===== src/rtl/core/lztd_pkg.sv =====
// shared types and constants of the lz77 token decoder
package lztd_pkg;

   localparam int BYTE_W  = 8;
   localparam int LEN_W   = 9;
   localparam int DIST_W  = 16;
   localparam int POS_W   = 24;
   localparam int OUT_W   = 64;
   localparam int COUNT_W = 4;

   localparam logic [POS_W-1:0] MAX_OUTPUT_RESET = 24'hFFFFFF;

   typedef enum logic [1:0] {
      STATUS_OK       = 2'd0,
      STATUS_BAD_REF  = 2'd1,
      STATUS_OVERFLOW = 2'd2
   } status_type;

   typedef enum logic [1:0] {
      ST_IDLE,
      ST_CHECK,
      ST_COPY,
      ST_FLUSH
   } state_type;

   // sequencer to packer
   typedef struct packed {
      logic       append;
      logic       finish;
      status_type status;
      logic       done;
   } pack_ctrl_type;

   // packer to sequencer
   typedef struct packed {
      logic out_free;
      logic can_append;
   } pack_stat_type;

endpackage


===== src/rtl/core/lztd_packer.sv =====
// groups decoded bytes into results and holds the result register
module lztd_packer import lztd_pkg::*; #(
   parameter int BYTES_PER_RESULT = 8
) (
   input  logic               clock,
   input  logic               reset,
   input  pack_ctrl_type      ctl,
   input  logic [BYTE_W-1:0]  data_byte,
   input  logic [POS_W-1:0]   total,
   output pack_stat_type      stat,
   output logic               rsp_valid,
   input  logic               rsp_ready,
   output logic [OUT_W-1:0]   rsp_out_bytes,
   output logic [COUNT_W-1:0] rsp_byte_count,
   output logic               rsp_end_of_run,
   output logic [1:0]         rsp_status,
   output logic               rsp_stream_done,
   output logic [POS_W-1:0]   rsp_total_size
);

   localparam logic [COUNT_W-1:0] GROUP_FULL = COUNT_W'(BYTES_PER_RESULT);

   logic [OUT_W-1:0]   grp_bytes_ff, grp_bytes_in;
   logic [COUNT_W-1:0] grp_fill_ff, grp_fill_in;
   logic               rsp_valid_ff, rsp_valid_in;
   logic [OUT_W-1:0]   out_bytes_ff, out_bytes_in;
   logic [COUNT_W-1:0] byte_count_ff, byte_count_in;
   logic               end_of_run_ff, end_of_run_in;
   status_type         status_ff, status_in;
   logic               done_ff, done_in;
   logic [POS_W-1:0]   total_ff, total_in;
   logic               out_free;

   always_comb begin
      out_free        = !rsp_valid_ff || rsp_ready;
      stat.out_free   = out_free;
      stat.can_append = (grp_fill_ff != GROUP_FULL) || out_free;

      grp_bytes_in  = grp_bytes_ff;
      grp_fill_in   = grp_fill_ff;
      rsp_valid_in  = rsp_valid_ff && !rsp_ready;
      out_bytes_in  = out_bytes_ff;
      byte_count_in = byte_count_ff;
      end_of_run_in = end_of_run_ff;
      status_in     = status_ff;
      done_in       = done_ff;
      total_in      = total_ff;

      if (ctl.append) begin
         if (grp_fill_ff == GROUP_FULL) begin
            // a full group is held until we know whether more follow
            rsp_valid_in  = 1'b1;
            out_bytes_in  = grp_bytes_ff;
            byte_count_in = grp_fill_ff;
            end_of_run_in = 1'b0;
            status_in     = STATUS_OK;
            done_in       = 1'b0;
            total_in      = '0;
            grp_bytes_in  = OUT_W'(data_byte);
            grp_fill_in   = COUNT_W'(1);
         end else begin
            grp_bytes_in = grp_bytes_ff | (OUT_W'(data_byte) << {grp_fill_ff[2:0], 3'b000});
            grp_fill_in  = grp_fill_ff + 1'b1;
         end
      end else if (ctl.finish) begin
         if ((grp_fill_ff != '0) || ctl.done) begin
            rsp_valid_in  = 1'b1;
            out_bytes_in  = grp_bytes_ff;
            byte_count_in = grp_fill_ff;
            end_of_run_in = 1'b1;
            status_in     = ctl.status;
            done_in       = ctl.done;
            total_in      = ctl.done ? total : '0;
         end
         grp_bytes_in = '0;
         grp_fill_in  = '0;
      end
   end

   always_ff @(posedge clock) begin
      if (reset) begin
         rsp_valid_ff <= 1'b0;
         grp_fill_ff  <= '0;
         grp_bytes_ff <= '0;
      end else begin
         rsp_valid_ff <= rsp_valid_in;
         grp_fill_ff  <= grp_fill_in;
         grp_bytes_ff <= grp_bytes_in;
      end
      out_bytes_ff  <= out_bytes_in;
      byte_count_ff <= byte_count_in;
      end_of_run_ff <= end_of_run_in;
      status_ff     <= status_in;
      done_ff       <= done_in;
      total_ff      <= total_in;
   end

   assign rsp_valid       = rsp_valid_ff;
   assign rsp_out_bytes   = out_bytes_ff;
   assign rsp_byte_count  = byte_count_ff;
   assign rsp_end_of_run  = end_of_run_ff;
   assign rsp_status      = status_ff;
   assign rsp_stream_done = done_ff;
   assign rsp_total_size  = total_ff;

endmodule


===== config.mk =====
export PLATFORM = sky130hd
export DESIGN_NAME = lztd_packer
export DESIGN_NICKNAME = d
export VERILOG_FILES = /design/src/rtl/core/lztd_pkg.sv /design/src/rtl/core/lztd_packer.sv
export SDC_FILE = /design/constraint.sdc
export NUM_CORES = 1
export LEC_CHECK = 0
export ABC_AREA = 1
export BUFFER_PORTS_ARGS = -buffer_cell sky130_fd_sc_hd__buf_2
export CAP_MARGIN = 20
export CORE_MARGIN = 4
export CORE_UTILIZATION = 25
export DETAILED_ROUTE_END_ITERATION = 8
export GPL_TIMING_DRIVEN = 0
export SLEW_MARGIN = 20
export SYNTH_ARGS = -nofsm -noshare
export SYNTH_HDL_FRONTEND = slang
export SYNTH_SLANG_ARGS = --single-unit

===== constraint.sdc =====
create_clock -name clock -period 4.1 [get_ports clock]
set_clock_uncertainty 0.15 [all_clocks]
set_input_delay 0.615 -clock clock [delete_from_list [all_inputs] [get_ports clock]]
set_output_delay 0.615 -clock clock [all_outputs]
set_load 0.01 [all_outputs]

==> metrics.md <==
| Metric | Value |
|---|---|
| Outcome | finished, final reports clean |
| Area of placed instances | between 7000 and 8000 um^2 |
| Int Pwr | 2795 uW |
| Drt wl/cell | between 10 and 15 um |
| Max_slew headroom | 62.80% |
| CP delay by family, top | buffers and inverters |
| PD cells | 454.6 nW/um^2 |
| Slew @ Worst Pin | 0.5575 ns |
| Max_cap viols | 0 |
| Final slew viol count | 0 |
| Rows | 58 |
| Design Power | 3673 uW |
| Synth cell count leaders | 96 x edfxtp_1, 91 x nand2_1, 91 x nor2_1 |
| GPL Wtd Cong | 0.8121 |
| FF+latch count, synth | between 150 and 200 |
| Post-CTS resize count | 0 |
| Post-route DRC | 0 |
| Boundary pin count | 139 |
| All-layer global routing usage | 11.85% |
| Endpoints failing hold | 0 |
| Critical Path AT | 2.11 ns |
| Starting Density | about a quarter |
| Fin area | 8080 um^2 |
| Hold Crit Class | in -> reg |
| Sequential area share after synthesis | 67.15% |
| Worst-path clk slew | about 0.070 ns |
| Sw Ratio | between 20% and 30% |
| Synth area leaders | edfxtp_1 45%, dfxtp_1 22%, nand2_1 5.4% |
| DRT iter0 DRCs | 360 |
| Crit Path Category | reg -> out |
| First-pass GRT wire length | ~26000 um |
| Crit-path max cell delay | 0.49 ns |
| Clock buffer depth | 2 |
| VDD IR max | between 0.2 and 0.3 mV |
| Die area | 28010 um^2 |
| Mapped cell area | 6350 um^2 |
| Post-synth ARST share | 0% |
| Setup TNS | 0 ns |
| Crit path top cell by count | buf_2 |
| Clock Latency Late Sink | ~0.43 ns |
| Finished Layout Cells | 1117 |
| Post-DRT Antenna Nets | 0 |
| Global-route congestion overflow total | 0 |
| Finished Core Util | 32.18% |
| PortBufs | roughly 140 |
| Avg Cell Area, Syn | 10.29 um^2 |
| Hold_buf cts | 0 |
| Die Span Y | between 150 and 200 um |
| Post-Syn Instances | between 600 and 700 |
| Slowest CP cell | dfxtp_1 |
| EDFF count, synth | 96 |
| Crit path cell chain | clkinv_1 -> buf_2 -> ha_1 -> nand4_1 -> buf_2 |
| Die span in x | 167.4 um |
| Share of cells above drive strength 1 | 27.32% |
| Cts bufs inserted | 17 |
| Critical Path End Type | output port |
| Antenna violations before repair | 3 |
| Pleak | 0.003343 uW |
| Synthesized net count | between 600 and 700 |
| Top-count cell post-synth | edfxtp_1 |
| Clk pwr share | 43.7% |
| Placed Instances | 1085 |
| Final wirelength | 16440 um |
| Ys flop type | edfxtp_1 |
| Psw | 878.5 uW |
| WP data required | 3.34 ns |
| Area leader, netlist | edfxtp_1 |
| Startpoint types | flop |
| DR pass1 iterations | 6 |
| Core box area | 25110 um^2 |
| WP buf/inv | 3 |
| Antenna cells | 0 |
| Area delta synth->final | 27.25% |
| Final Cycle Share | 70.19% |
| Via density | 4.193 |
| Via count | 4684 |
| Worst Path Max Fanout | 10 |
| Power share of the combinational group | under 10% |
| Share of the synthesized area in the top cell type | 45.40% |
| CTS tree | done |
| Post-CTS Setup Bufs | 0 |
| Largest net degree at the start of global routing | 60 |
| Unique cell type count in the Yosys netlist | 27 |
| Final HPWL DP | 11700 um |
| Fmax | between 300 and 400 MHz |
| H-tree depth | 4 |
| RSZ-0062 raised after global routing | false |
| Synth warn | 0 |
| Tmin final | 2.878 ns |
| Count of clock tree sinks | between 150 and 200 |
| Root buf cell | clkbuf_16 |
| Vias in the first global route | 4657 |
| Register share of total power | between 40% and 50% |
| Setup-failing EPs final | 0 |
| # nets final | roughly 820 |
[routing by layer]
layer  wire length, um  global-route usage [%]  up-vias
met5                34                       0        -
met4               259                   4.023        6
met3              1354                   3.494       28
met2              7512                   18.79      175
met1              7280                   15.57     2124
li1                  -                       -     2351
[cells by family (layout without fill, tap and decap cells)]
family,count (synthesis),count (layout),share of synthesized area [%]
buffers and inverters,113,283,7.823
adder cells (fa/ha/maj),2,2,0.3940
AO/OA/AOI/OAI,107,107,9.419
AND/OR/NAND/NOR,229,229,15.07
flip-flops,165,165,67.15
XOR/XNOR,1,1,0.1380
[worst paths after layout]
path	start	to	slack (ns)	cells past startpoint
max reg2reg	grp_fill_ff[1]	rsp_total_size[18]	1.26	7
max	grp_fill_ff[1]	stat[0]	1.22	5
min	reset	grp_fill_ff[2]	0.25	2
min reg2reg	grp_bytes_ff[60]	rsp_out_bytes[60]	0.28	0
[through the flow]
step	hold slack [ns]	setup WS [ns]
final	0.2470	1.222
after global routing	0.2388	1.018
after CTS	0.2274	1.221
after detailed placement	0.2639	1.253
after global placement	0.2670	-1.067
after floorplan	0.2582	0.2404
[layout by cell type (no fill, tap or decap), drive strengths merged]
master	netlist	routed
a21oi	47	47
a31oi	8	8
and3	13	13
buf	20	158
bufinv	0	2
clkbuf	12	29
clkinv	1	5
clkinvlp	0	3
dfxtp	69	69
edfxtp	96	96
ha	2	2
inv	80	86
nand2	93	93
nand3	28	28
nand4	3	3
nor2	92	92
o21ai	52	52
xor2	1	1
[power groups by stage]
stage | Clock, uW | Combinational (uW) | Sequential, uW
final | 1600 | 250 | 1820
after global routing | 1710 | 279 | 1820
after CTS | 1640 | 253 | 1820
after detailed placement | 0 | 252 | 1860
after global placement | 0 | 245 | 1860
after floorplan | 0 | 125 | 1870
[state kept, by name (all words and copies together) (netlist names)]
name             cells
rsp_byte_count       4
rsp_out_bytes       64
rsp_total_size      24
rsp_stream_done      1
rsp_end_of_run       1
grp_bytes_ff        64
rsp_status           2
rsp_valid            1
grp_fill_ff          4
[area by class of cell]
| type | instances | area, um^2 |
|---|---|---|
| plain buffers | 32 | 190.2 |
| clock buffers | 17 | 425.4 |
| clock inverters | 15 | 171.4 |
| fillers | 2609 | 17030 |
| inverters | 81 | 306.5 |
| multi-input cells | 339 | 1597 |
| flip-flops and latches | 165 | 4264 |
| well taps | 330 | 412.9 |
| repair buffers | 138 | 713.2 |
[worst register-to-register path: stages, from the launching register on]
cell      delay, ns
dfxtp_1        0.49
clkinv_1       0.29
buf_2          0.29
ha_1           0.27
nand4_1        0.11
nand2_1        0.10
nand2_4        0.44
buf_16         0.35
Power figures use the tool's default switching activity.
